$ cat src/rtl/bres_pkg.sv
// Shared types and constants for the line plotter with page-organized frame store.
// Used by bres_step, bres_fb, the top level, the pixel checker and the test top.
package bres_pkg;

    localparam int X_W    = 7;
    localparam int Y_W    = 6;
    localparam int PAGE_W = 3;
    localparam int BYTE_W = 8;
    localparam int ERR_W  = 10;

    localparam logic ACT_LOAD    = 1'b0;
    localparam logic ACT_ADVANCE = 1'b1;

    localparam logic [BYTE_W-1:0] PIX_BIT = 8'h01;

    typedef struct packed {
        logic           valid;
        logic [X_W-1:0] x;
        logic [Y_W-1:0] y;
        logic           last;
    } pix_t;

endpackage

$ cat src/rtl/bres_step.sv
// Bresenham stepper: holds the line state, latches endpoints on a load beat
// and emits one pixel per accepted advance beat while a line is active. Depends on bres_pkg.
module bres_step (
    input  logic                     aclk,
    input  logic                     aresetn,
    input  logic                     accept,
    input  logic                     action,
    input  logic [bres_pkg::X_W-1:0] start_x,
    input  logic [bres_pkg::Y_W-1:0] start_y,
    input  logic [bres_pkg::X_W-1:0] end_x,
    input  logic [bres_pkg::Y_W-1:0] end_y,
    output bres_pkg::pix_t           pix
);

    logic [bres_pkg::X_W-1:0]   cur_x_reg, cur_x_next;
    logic [bres_pkg::Y_W-1:0]   cur_y_reg, cur_y_next;
    logic [bres_pkg::X_W-1:0]   target_x_reg, target_x_next;
    logic [bres_pkg::Y_W-1:0]   target_y_reg, target_y_next;
    logic [bres_pkg::ERR_W-1:0] error_reg, error_next;
    logic                       step_left_reg, step_left_next;
    logic                       step_up_reg, step_up_next;
    logic [bres_pkg::X_W-1:0]   run_x_reg, run_x_next;
    logic [bres_pkg::Y_W-1:0]   run_y_reg, run_y_next;
    logic                       x_major_reg, x_major_next;
    logic                       active_reg, active_next;

    logic                       ld_left, ld_up, ld_xmaj;
    logic [bres_pkg::X_W-1:0]   ld_rx;
    logic [bres_pkg::Y_W-1:0]   ld_ry;
    logic [bres_pkg::ERR_W-1:0] ld_two_rx, ld_two_ry;
    logic [bres_pkg::ERR_W-1:0] two_major, two_minor;
    logic                       done, minor_step;
    logic [bres_pkg::X_W-1:0]   x_step;
    logic [bres_pkg::Y_W-1:0]   y_step;

    always_comb begin
        ld_left   = end_x < start_x;
        ld_up     = end_y < start_y;
        ld_rx     = ld_left ? start_x - end_x : end_x - start_x;
        ld_ry     = ld_up ? start_y - end_y : end_y - start_y;
        ld_xmaj   = ld_rx >= {1'b0, ld_ry};
        ld_two_rx = {2'b00, ld_rx, 1'b0};
        ld_two_ry = {3'b000, ld_ry, 1'b0};

        two_major = x_major_reg ? {2'b00, run_x_reg, 1'b0} : {3'b000, run_y_reg, 1'b0};
        two_minor = x_major_reg ? {3'b000, run_y_reg, 1'b0} : {2'b00, run_x_reg, 1'b0};
        done       = x_major_reg ? (cur_x_reg == target_x_reg) : (cur_y_reg == target_y_reg);
        minor_step = !error_reg[bres_pkg::ERR_W-1];
        x_step     = step_left_reg ? cur_x_reg - 1'b1 : cur_x_reg + 1'b1;
        y_step     = step_up_reg ? cur_y_reg - 1'b1 : cur_y_reg + 1'b1;

        cur_x_next     = cur_x_reg;
        cur_y_next     = cur_y_reg;
        target_x_next  = target_x_reg;
        target_y_next  = target_y_reg;
        error_next     = error_reg;
        step_left_next = step_left_reg;
        step_up_next   = step_up_reg;
        run_x_next     = run_x_reg;
        run_y_next     = run_y_reg;
        x_major_next   = x_major_reg;
        active_next    = active_reg;
        pix            = '0;

        if (accept && action == bres_pkg::ACT_LOAD) begin
            cur_x_next     = start_x;
            cur_y_next     = start_y;
            target_x_next  = end_x;
            target_y_next  = end_y;
            step_left_next = ld_left;
            step_up_next   = ld_up;
            run_x_next     = ld_rx;
            run_y_next     = ld_ry;
            x_major_next   = ld_xmaj;
            error_next     = ld_xmaj ? ld_two_ry - {3'b000, ld_rx}
                                     : ld_two_rx - {4'b0000, ld_ry};
            active_next    = 1'b1;
        end else if (accept && action == bres_pkg::ACT_ADVANCE && active_reg) begin
            pix.valid = 1'b1;
            pix.x     = cur_x_reg;
            pix.y     = cur_y_reg;
            pix.last  = done;
            if (done) begin
                active_next = 1'b0;
            end else begin
                error_next = minor_step ? error_reg + two_minor - two_major
                                        : error_reg + two_minor;
                if (x_major_reg) begin
                    cur_x_next = x_step;
                    if (minor_step) begin
                        cur_y_next = y_step;
                    end
                end else begin
                    cur_y_next = y_step;
                    if (minor_step) begin
                        cur_x_next = x_step;
                    end
                end
            end
        end
    end

    always_ff @(posedge aclk) begin
        if (!aresetn) begin
            cur_x_reg     <= '0;
            cur_y_reg     <= '0;
            target_x_reg  <= '0;
            target_y_reg  <= '0;
            error_reg     <= '0;
            step_left_reg <= 1'b0;
            step_up_reg   <= 1'b0;
            run_x_reg     <= '0;
            run_y_reg     <= '0;
            x_major_reg   <= 1'b0;
            active_reg    <= 1'b0;
        end else begin
            cur_x_reg     <= cur_x_next;
            cur_y_reg     <= cur_y_next;
            target_x_reg  <= target_x_next;
            target_y_reg  <= target_y_next;
            error_reg     <= error_next;
            step_left_reg <= step_left_next;
            step_up_reg   <= step_up_next;
            run_x_reg     <= run_x_next;
            run_y_reg     <= run_y_next;
            x_major_reg   <= x_major_next;
            active_reg    <= active_next;
        end
    end

endmodule

$ cat config.mk
export PLATFORM = sky130hd
export DESIGN_NAME = bres_step
export DESIGN_NICKNAME = d
export VERILOG_FILES = /design/src/rtl/bres_pkg.sv /design/src/rtl/bres_step.sv
export SDC_FILE = /design/constraint.sdc
export NUM_CORES = 1
export LEC_CHECK = 0
export BUFFER_PORTS_ARGS = -buffer_cell sky130_fd_sc_hd__buf_2
export CAP_MARGIN = 20
export CORE_UTILIZATION = 50
export DETAILED_ROUTE_END_ITERATION = 10
export PLACE_DENSITY = 0.69
export REMOVE_ABC_BUFFERS = 1
export SETUP_SLACK_MARGIN = 0.5
export SYNTH_ARGS = -nofsm -noshare
export SYNTH_HDL_FRONTEND = slang
export SYNTH_SLANG_ARGS = --single-unit
$ cat constraint.sdc
create_clock -name aclk -period 8 [get_ports aclk]
set_clock_uncertainty 0.1 [all_clocks]
set_input_delay 0.4 -clock aclk [delete_from_list [all_inputs] [get_ports aclk]]
set_output_delay 0.4 -clock aclk [all_outputs]
set_load 0.03 [all_outputs]
# Word-level counts from Yosys, hierarchy flattened
# Cells that the tools add are included.
[word_totals]
wordCells = 68
input_bits = 30
ff_bits = 53
out_inout_bits = 15
[classes]
mux = 27
n_reduce_logical = 9
n_addsub = 12
bitwise = 1
n_lt_le_gt_ge = 3
n_eq_ne = 5
[ops]
columns = ["cell", "count"]
rows = [
  ["two-way mux 10 bit", 5],
  ["two-way mux 7 bit", 7],
  ["two-way mux 6 bit", 7],
  ["two-way mux 15 bit", 2],
  ["two-way mux 8 bit", 2],
  ["subtractor 7 bit", 2],
  ["subtractor 6 bit", 2],
  ["adder 10 x 8 -> 10 bit", 1],
  ["subtractor 10 x 8 -> 10 bit", 1],
  ["subtractor 8 x 6 -> 9 bit", 1],
  ["subtractor 7 x 7 -> 8 bit", 1],
  ["adder 7 x 1 -> 7 bit (second input constant)", 1],
  ["== test 7 bit", 1],
  [">= comparator 7 x 6 -> 1 bit", 1],
  ["less-than comparator 7 bit", 1],
  ["subtractor 7 x 1 -> 7 bit (second input constant)", 1],
  ["adder 6 x 1 -> 6 bit (second input constant)", 1],
  ["== test 6 bit", 1],
  ["less-than comparator 6 bit", 1],
  ["AND reduction 3 bit", 2],
  ["subtractor 6 x 1 -> 6 bit (second input constant)", 1],
  ["two-way mux 1 bit", 4],
  ["AND reduction 2 bit", 2],
  ["nonzero test 2 bit", 2],
  ["5 further kinds", 7],
]

# Longest topological paths before layout
# Gate-level depths: netlist (run 1).
[depth]
depth_word = 7
ltp_mapped = 19
depth_no_buf = 18

# Worst setup path after synthesis (run 1)
# OpenSTA, ideal clock, no wires.
[synth_path]
path_kind = "input to register"
startpoint = "input port end_y[0] (netlist bit)"
endpoint = "register error_reg[8] (netlist bit)"
setup_ns = 0.079
required_time_ns = 7.821
path_buffers = 1
arrival_time_ns = 4.024
cell_stages = 19
setup_slack_ns = 3.796
cell_sequence = "inv_1 > ha_1 > inv_1 > fa_1 > a21o_1 > a311oi_4 > nor3_1 > o32a_1 > o21ai_0 > xnor2_1 > inv_1 > ha_1 > a21oi_1 > o21ai_0 > o211a_1 > or3_1 > buf_6 > or3_4 > a211oi_2"
[synth_between]
elab_chain_len = 5
[synth_lines]
columns = ["element", "line", "rtl"]
rows = [
  ["start: declaration", "bres_step.sv:11", "input logic [bres_pkg::Y_W-1:0] end_y,"],
  ["subtractor 6 bit or less-than comparator 6 bit (tied branches)", "bres_step.sv:40, bres_step.sv:38", ""],
  ["two-way mux 6 bit *", "bres_step.sv:40", "ld_ry = ld_up ? start_y - end_y : end_y - start_y;"],
  ["named net ld_ry (one bit)", "bres_step.sv:29", "logic [bres_pkg::Y_W-1:0] ld_ry;"],
  ["subtractor 8 x 6 -> 9 bit (tied with other cells)", "bres_step.sv:76", ": ld_two_rx - {4'b0000, ld_ry};"],
  ["two-way mux 10 bit *", "bres_step.sv:75", "error_next = ld_xmaj ? ld_two_ry - {3'b000, ld_rx}"],
  ["two-way mux 10 bit *", "bres_step.sv:65", "if (accept && action == bres_pkg::ACT_LOAD) begin"],
  ["end signal: assignment", "bres_step.sv:121", "error_reg <= error_next;"],
  ["end: declaration", "bres_step.sv:19", "logic [bres_pkg::ERR_W-1:0] error_reg, error_next;"],
]
# The timed path passes the listed nets; every way through them passes the cells marked *.
# A chain may end at the register's enable or synchronous reset.

# Worst setup path in the final report (run 1)
# Same ends and word-level chain as after synthesis.

==> flow_summary.json, run 1 <==
{
  "cts.sinks": 52,
  "max_stage_delay_ns": 0.43,
  "largest_reg_flops": 9,
  "p_leak_nw": 2.62,
  "area_growth_pct": 7.54,
  "numCtsBuffers": 5,
  "cts_tree": "built",
  "r2r-end": "error_reg[8]$_SDFFE_PN0P_",
  "cts_hold_buf": 0,
  "async_flop_share": 0,
  "fmax_mhz": 222,
  "gr-usage-all-layers": 0.253,
  "viasPerCell": 5.72,
  "clockBufferDepth": 2,
  "final_core_util": 0.553,
  "fin_nets": 801,
  "wl_mm": 13.3,
  "rrSetupSlack_ns": 4.01,
  "critPathMaxFanout": 7,
  "ys_ff_latch": 52,
  "start_util": 0.514,
  "path_cells": "buf_2, inv_1, ha_1, inv_1, fa_1, a21oi_1, o21ai_0, a21oi_1, mux2i_1, o21ai_0, xnor2_1, inv_1, ha_1, a21oi_1, o21ai_0, o211a_1, or3_1, or3_4, a211oi_2",
  "portBuffers": 44,
  "drv_slew": 0,
  "crit_slowest_cell": "fa_1",
  "tightest_slew_ns": 0.937,
  "io_pins": 45,
  "crit_required_ns": 8.14,
  "syn_area_per_cell_sq_um": 7.84,
  "core-area_sq_mm": 0.0103,
  "endpoint": "error_reg[8]$_SDFFE_PN0P_",
  "setup_viol_count_final": 0,
  "gr-total-overflow": 0,
  "arrival_ns": 4.65,
  "worst-r2r-cell-count": 14,
  "critical_path.endpoint_type": "register",
  "num_vias": 4813,
  "start_kind": "input port",
  "grt_max_degree": 58,
  "gp_routability_congestion": 0.884,
  "n_antenna_cell": 0,
  "cts_root_buffer": "clkbuf_8",
  "synthFlopType": "dfxtp_1",
  "fill_cells": 961,
  "ctsResizeCount": 0,
  "slew_headroom": 0.375,
  "wl_per_cell_um": 15.8,
  "max-cap-violations": 0,
  "finalCriticalPeriod_ns": 4.51,
  "post-route-drc-count": 0,
  "drt-initial-drc-count": 266,
  "r2r_start": "x_major_reg$_SDFFE_PN0P_",
  "insertion_delay_ns": 0.32,
  "drive_above_1_share": 0.106,
  "post-dp-hpwl_mm": 10.3,
  "critical_path.startpoint": "end_y[0]",
  "cts.htree.levels": 2,
  "yosysSeqAreaShare": 0.196,
  "critical_path_class": "input port to register",
  "die_w_um": 105,
  "min_period_over_period": 0.564,
  "drt.antenna.violating_nets": 0,
  "grt_setup_unrepaired": "no",
  "synth_area_sq_mm": 0.00531,
  "synth_top_area_share": 0.196,
  "netlist.top_cell.by_area": "dfxtp_1",
  "synth_common_cells": "nand2_1, a21oi_1, inv_1",
  "netlist-cell-type-count": 63,
  "peakVddDrop_v": 0.0000875,
  "synth_edf_count": 0,
  "status": "finished clean",
  "clk_pin_slew_ns": 0.10,
  "regArea_sq_mm": 0.00104,
  "hold_viol_final": 0,
  "hp-start": "end_x[6]",
  "yosys_warnings": 0,
  "powerDensity_mw_per_mm2": 196,
  "yosysMostFrequentCell": "nand2_1",
  "grt_pass1_wl_mm": 22.8,
  "grt_pass1_vias": 4758,
  "ys_top_cells_by_area": "dfxtp_1, ha_1, xnor2_1, a21oi_1, nand2_1",
  "die_y_um": 105,
  "antenna_found_initial": 0,
  "hold_path_class": "input port to register",
  "postCtsSetupRepairBufs": 0,
  "multi_input_area_sq_mm": 0.00390,
  "row_count": 37,
  "firstDrtPassIters": 5,
  "syn_inst": 677,
  "dieArea_sq_mm": 0.0110,
  "setup-tns-final_ns": 0
}
## final cells by class
class                      instances  area share
multi-input combinational        535       0.683
clock buffer                       6      0.0127
inverter                          63      0.0436
timing repair buffer              47      0.0425
sequential                        52       0.182
clock inverter                     2     0.00614
tap                              136      0.0298
## placed cells by master, fill, tap and decap left out, types with 28 or more instances in the layout
master / synthesis / routed
inv_1: 61 / 61
buf_2: 3 / 44
nand2_1: 69 / 69
a211oi_1: 31 / 31
xnor2_1: 38 / 38
o21ai_0: 28 / 28
nor2_1: 50 / 50
ha_1: 59 / 59
a21oi_1: 64 / 64
dfxtp_1: 52 / 52
## layer usage
layer / up-vias / wire length [um] / GRT usage
li1: 2425 / - / -
met1: 2258 / 6130 / 0.321
met2: 119 / 6510 / 0.453
met3: 11 / 521 / 0.0281
met4: 0 / 144 / 0.0644
met5: - / 0 / 0
## power breakdown
part	switching, mW	internal [mW]
Sequential	0.0231	0.281
Combinational	0.356	0.274
Clock	0.0925	0.0930
## through the flow
stage	std cells	instance area [sq um]	setup WS [ns]	hold slack [ns]	total power, mW
floorplan	650	5180	3.80	0.345	0.797
global placement	833	5600	3.43	0.355	0.912
detailed placement	833	5600	3.18	0.363	0.930
CTS	841	5710	3.50	0.222	1.12
global route	841	5710	3.16	0.234	1.21
finish	841	5710	3.49	0.229	1.12
## worst max-delay path, delay by kind of cell
kind | cells | cell delay, ns
compound gates | 8 | 1.68
simple gates | 2 | 0.84
fa+ha+maj | 3 | 0.77
buf+inv | 4 | 0.34
mux | 1 | 0.30
xor+xnor | 1 | 0.30
## logic make-up after synthesis
group           share of synthesized area
mux                                0.0554
buf+inv                            0.0710
compound gates                      0.244
xor+xnor                           0.0983
flops                               0.196
fa+ha+maj                           0.175
simple gates                        0.161
## worst min-delay path by stage
stage,to,slack (ns),depth (start not counted)
floorplan,run_y_reg[2]$_SDFFE_PN0P_,0.35,2
global placement,target_y_reg[2]$_SDFFE_PN0P_,0.35,2
detailed placement,target_x_reg[2]$_SDFFE_PN0P_,0.36,2
CTS,target_x_reg[2]$_SDFFE_PN0P_,0.22,3
global route,target_x_reg[2]$_SDFFE_PN0P_,0.23,3
finish,target_x_reg[6]$_SDFFE_PN0P_,0.23,3
No activity file was read; power rests on OpenSTA's default activity.
==> inputs of run 2 (changes only) <==
--- a/config.mk
+++ b/config.mk
@@ -9,7 +9,7 @@
 export CAP_MARGIN = 20
 export CORE_UTILIZATION = 50
 export DETAILED_ROUTE_END_ITERATION = 10
-export PLACE_DENSITY = 0.69
+export PLACE_DENSITY = 0.71
 export REMOVE_ABC_BUFFERS = 1
 export SETUP_SLACK_MARGIN = 0.5
 export SYNTH_ARGS = -nofsm -noshare
==> constraint.sdc (replaced) <==
create_clock -name aclk -period 3.6 [get_ports aclk]
set_clock_uncertainty 0.1 [all_clocks]
set_input_delay 0.18 -clock aclk [delete_from_list [all_inputs] [get_ports aclk]]
set_output_delay 0.18 -clock aclk [all_outputs]
set_load 0.03 [all_outputs]
==> flow_summary.json, run 2 (synthesis gave the netlist of run 1 again) <==
{
  "clockBufferDepth": 2,
  "critPathMaxFanout": 3,
  "peakVddDrop_v": 0.000237,
  "critical_path_class": "register to register",
  "cts_tree": "built",
  "cts_root_buffer": "clkbuf_8",
  "portBuffers": 44,
  "firstDrtPassIters": 5,
  "critical_path.startpoint": "x_major_reg$_SDFFE_PN0P_",
  "gp_routability_congestion": 0.887,
  "status": "finished clean",
  "drive_above_1_share": 0.292,
  "fmax_mhz": 281,
  "grt_max_degree": 46,
  "finalWorstSetupSlack_ns": 0.0464,
  "largest_reg_flops": 9,
  "wl_per_cell_um": 15.4,
  "r2r-end": "error_reg[8]$_SDFFE_PN0P_",
  "start_kind": "register",
  "dp_slack_ns": -0.621,
  "start_util": 0.514,
  "fin_area_sq_mm": 0.00690,
  "post-route-drc-count": 0,
  "area_growth_pct": 30.0,
  "clk_pin_slew_ns": 0.10,
  "setup_viol_count_final": 0,
  "slew_headroom": 0.378,
  "arrival_ns": 3.69,
  "drt-initial-drc-count": 290,
  "die_w_um": 105,
  "rrSetupSlack_ns": 0.05,
  "crit_required_ns": 3.74,
  "critical_path.endpoint_type": "register",
  "hp-start": "end_x[6]",
  "row_count": 37,
  "gr-total-overflow": 0,
  "max-cap-violations": 0,
  "dieArea_sq_mm": 0.0110,
  "cts.sinks": 52,
  "gr-usage-all-layers": 0.268,
  "wl_mm": 14.7,
  "tightest_slew_ns": 0.933,
  "endpoint": "error_reg[8]$_SDFFE_PN0P_",
  "r2r_start": "x_major_reg$_SDFFE_PN0P_",
  "die_y_um": 105,
  "worst-r2r-cell-count": 14,
  "core-area_sq_mm": 0.0103,
  "antenna_found_initial": 0,
  "post-dp-hpwl_mm": 11.6,
  "n_antenna_cell": 0,
  "cts.htree.levels": 2,
  "finalCriticalPeriod_ns": 3.55,
  "mostFrequentLayoutCells": "buf_4, nand2_1, inv_1",
  "min_period_over_period": 0.987,
  "num_vias": 5310,
  "drt.antenna.violating_nets": 0,
  "hold_path_class": "input port to register",
  "p_leak_nw": 3.22,
  "grt_setup_unrepaired": "yes",
  "insertion_delay_ns": 0.32,
  "viasPerCell": 5.55,
  "cts_hold_buf": 0,
  "powerDensity_mw_per_mm2": 452,
  "numCtsBuffers": 5,
  "final_common_cell": "buf_4",
  "io_pins": 45,
  "grt_pass1_wl_mm": 23.9,
  "grt_pass1_vias": 5180,
  "fin_nets": 918,
  "place_area_sq_mm": 0.00636,
  "drv_slew": 0,
  "hold_viol_final": 0
}
-- run 2: power by group --
part	switching (mW)	internal (mW)	leakage, nW
clock	0.209	0.274	0.0642
sequential	0.0536	0.624	0.428
combinational	0.962	0.992	2.73
total	1.22	1.89	3.22
-- run 2: worst min-delay path by stage --
stage / end / slack [ns] / depth (start not counted)
after floorplan: cur_y_reg[1]$_SDFFE_PN0P_ / 0.20 / 1
after global placement: target_x_reg[6]$_SDFFE_PN0P_ / 0.34 / 3
after detailed placement: target_x_reg[6]$_SDFFE_PN0P_ / 0.35 / 3
after CTS: target_x_reg[6]$_SDFFE_PN0P_ / 0.01 / 3
after global routing: target_x_reg[6]$_SDFFE_PN0P_ / 0.03 / 3
final: target_x_reg[6]$_SDFFE_PN0P_ / 0.008 / 3
-- run 2: worst max-delay path: stages (launching register included) --
cell and delay (ns):
dfxtp_2 0.36, mux2_2 0.34, ha_1 0.22, fa_2 0.36, a21o_1 0.18, a21oi_2 0.16, o21ai_1 0.12, a21oi_2 0.19
xnor2_1 0.17, ha_1 0.29, a211o_1 0.30, a31oi_1 0.18, xor2_1 0.19, a21oi_1 0.11, a211oi_2 0.19
-- run 2: layer usage --
| layer | track usage | part of all wire | vias up |
|---|---|---|---|
| met5 | 0 | 0 | - |
| met4 | 0.0765 | 0.017 | 0 |
| met3 | 0.0374 | 0.041 | 19 |
| met2 | 0.471 | 0.49 | 133 |
| met1 | 0.339 | 0.45 | 2500 |
| li1 | - | - | 2658 |
-- run 2: what timing repair did --
action | CTS | global route
pin swaps | 15 | 13
cloned | 0 | 0
buffers inserted | 7 | 8
endpoints found under the setup margin | 10 | 10
gates resized for setup | 37 | 26
-- run 2: area by class of cell --
type                            count  area [sq um]
Clock buffer                        5          68.8
Clock inverter                      2          60.1
Fill cell                         871          3430
Inverter                           63           251
Multi-Input combinational cell    535          4160
Sequential cell                    52          1040
Tap cell                          136           170
Timing Repair Buffer              164          1140
-- run 2: stage by stage --
| stage | hold WS (ns) | power [mW] | TNS, ns | std cells | util |
|---|---|---|---|---|---|
| after floorplan | 0.202 | 1.77 | -1.91 | 650 | - |
| after global placement | 0.340 | 2.31 | -3.57 | 934 | 0.616 |
| after detailed placement | 0.354 | 2.37 | -4.79 | 934 | 0.616 |
| after CTS | 0.0113 | 2.96 | 0 | 948 | 0.649 |
| after global routing | 0.0325 | 3.33 | -0.226 | 957 | 0.668 |
| final | 0.00761 | 3.12 | 0 | 957 | 0.668 |
==> inputs of run 3 (changes only) <==
--- a/config.mk
+++ b/config.mk
@@ -9,7 +9,7 @@
 export CAP_MARGIN = 20
 export CORE_UTILIZATION = 50
 export DETAILED_ROUTE_END_ITERATION = 10
-export PLACE_DENSITY = 0.71
+export PLACE_DENSITY = 0.69
 export REMOVE_ABC_BUFFERS = 1
 export SETUP_SLACK_MARGIN = 0.5
 export SYNTH_ARGS = -nofsm -noshare
==> constraint.sdc (replaced) <==
create_clock -name aclk -period 3.3 [get_ports aclk]
set_clock_uncertainty 0.1 [all_clocks]
set_input_delay 0.165 -clock aclk [delete_from_list [all_inputs] [get_ports aclk]]
set_output_delay 0.165 -clock aclk [all_outputs]
set_load 0.03 [all_outputs]
==> flow_summary.json, run 3 (synthesis gave the netlist of run 1 again) <==
{
  "status": "finished with violations",
  "violations": "negative setup slack",
  "fin_nets": 958,
  "hold_path_class": "input port to register",
  "fin_cells": 997,
  "finalWorstSetupSlack_ns": -0.251,
  "finalCriticalPeriod_ns": 3.55,
  "portBuffers": 44,
  "cts_tree": "built",
  "drt.antenna.violating_nets": 0,
  "tightest_slew_ns": 0.870,
  "post-route-drc-count": 0,
  "wl_mm": 15.2,
  "max-cap-violations": 0,
  "powerDensity_mw_per_mm2": 475,
  "rrSetupSlack_ns": -0.14,
  "r2r_start": "x_major_reg$_SDFFE_PN0P_",
  "cts_root_buffer": "clkbuf_8",
  "gr-total-overflow": 0,
  "hold_depth": 3,
  "drv_slew": 0,
  "slew_headroom": 0.419,
  "start_util": 0.514,
  "firstDrtPassIters": 5,
  "io_pins": 45,
  "critPathMaxFanout": 4,
  "n_antenna_cell": 0,
  "area_growth_pct": 35.8,
  "holdWs_ns": 0.00780,
  "met1_usage": 0.342,
  "crit_required_ns": 3.44,
  "globalRoute.busiestLayer": "met2",
  "dp.cells": 981,
  "arrival_ns": 3.69,
  "p_leak_nw": 3.41,
  "fin_total_pwr_mw": 3.42,
  "dp_slack_ns": -0.871,
  "final_common_cell": "buf_4",
  "cts.htree.levels": 2,
  "mostFrequentLayoutCells": "buf_4, nand2_1, inv_1",
  "gr-usage-all-layers": 0.280,
  "hp-start": "end_x[2]",
  "drt-initial-drc-count": 238,
  "row_count": 37,
  "cts.sinks": 52,
  "clk_pin_slew_ns": 0.11,
  "dieArea_sq_mm": 0.0110,
  "grt_max_degree": 46,
  "largest_reg_flops": 9,
  "setup_viol_count_final": 9,
  "drive_above_1_share": 0.324,
  "min_period_over_period": 1.08,
  "worst-r2r-cell-count": 14,
  "die_w_um": 105,
  "grt_pass1_wl_mm": 25.0,
  "gp_routability_congestion": 0.917,
  "hold_viol_final": 0,
  "r2r-end": "error_reg[8]$_SDFFE_PN0P_",
  "core-area_sq_mm": 0.0103,
  "whs_endpoint": "target_x_reg[2]$_SDFFE_PN0P_",
  "die_y_um": 105,
  "critical_path.endpoint_type": "register",
  "grt_pass1_vias": 5441,
  "peakVddDrop_v": 0.000282,
  "insertion_delay_ns": 0.32,
  "clockBufferDepth": 2,
  "num_vias": 5506,
  "post-dp-hpwl_mm": 11.9,
  "antenna_found_initial": 0,
  "final_core_util": 0.698,
  "critical_path_class": "input port to register",
  "wl_per_cell_um": 15.2,
  "numCtsBuffers": 5,
  "met2_usage": 0.515,
  "grt.met3_usage": 0.0343,
  "viasPerCell": 5.52,
  "start_kind": "input port",
  "fmax_mhz": 282,
  "grt_setup_unrepaired": "yes"
}
==> run 3: changes by cell type in the layout (fill, tap and decap cells not counted), sizes merged <==
cell	before	now
clkinvlp	0	1
buf	164	203
bufinv	2	0
inv	62	63
dlygate4sd3	0	1
==> run 3: report_power, final <==
part           total, mW  switching, mW  internal (mW)
logic               2.30           1.09           1.21
registers          0.741         0.0597          0.681
clock network      0.378          0.230          0.148
==> run 3: through the flow <==
stage	TNS [ns]	area, sq um
CTS	-1.17	7050
floorplan	-4.76	5180
global route	-2.87	7210
finish	-1.39	7210
detailed placement	-6.99	6710
global placement	-6.19	6710
==> run 3: timing repair <==
action                                  4_1_cts  5_1_grt
pin swaps                                    24       23
endpoints found under the setup margin       16       10
buffers inserted                              5        3
endpoints found under the hold margin         1        0
resized for setup                            50       30
cloned                                        0        0
hold buffers                                  1        0
==> run 3: worst max-delay path by stage <==
stage               cells past startpoint                        end  slack (ns)     start
finish                                 20  error_reg[3]$_SDFFE_PN0P_       -0.25  end_y[0]
global route                           19  error_reg[8]$_SDFFE_PN0P_       -0.43  end_y[0]
CTS                                    19  error_reg[8]$_SDFFE_PN0P_       -0.22  end_y[0]
detailed placement                     19  error_reg[8]$_SDFFE_PN0P_       -0.87  end_y[0]
global placement                       19  error_reg[8]$_SDFFE_PN0P_       -0.80  end_y[0]
floorplan                              18  error_reg[8]$_SDFFE_PN0P_       -0.66  end_y[0]
==> run 3: routing by layer <==
metal	share of wire	vias to the layer above
met2	0.49	142
met4	0.024	0
met3	0.043	33
met1	0.44	2589
met5	0	-
li1	-	2742
==> run 3: final cells by class <==
type | count | area, sq um
Clock buffer | 5 | 68.8
Clock inverter | 2 | 16.3
Fill cell | 814 | 3120
Inverter | 63 | 254
Multi-Input combinational cell | 535 | 4180
Sequential cell | 52 | 1040
Tap cell | 136 | 170
Timing Repair Buffer | 204 | 1470
==> run 3: worst max-delay path: stages <==
cell and delay, ns:
buf_8 0.10, inv_4 0.04, ha_4 0.12, inv_4 0.03, fa_2 0.35, a21o_1 0.21
a311oi_4 0.25, buf_4 0.17, nor3_2 0.04, o32a_1 0.19, o2111ai_1 0.18, nand2_1 0.11
xnor2_2 0.18, inv_1 0.10, ha_1 0.30, o211a_1 0.13, or3_4 0.41, buf_4 0.15
mux2_4 0.29, a211oi_2 0.16
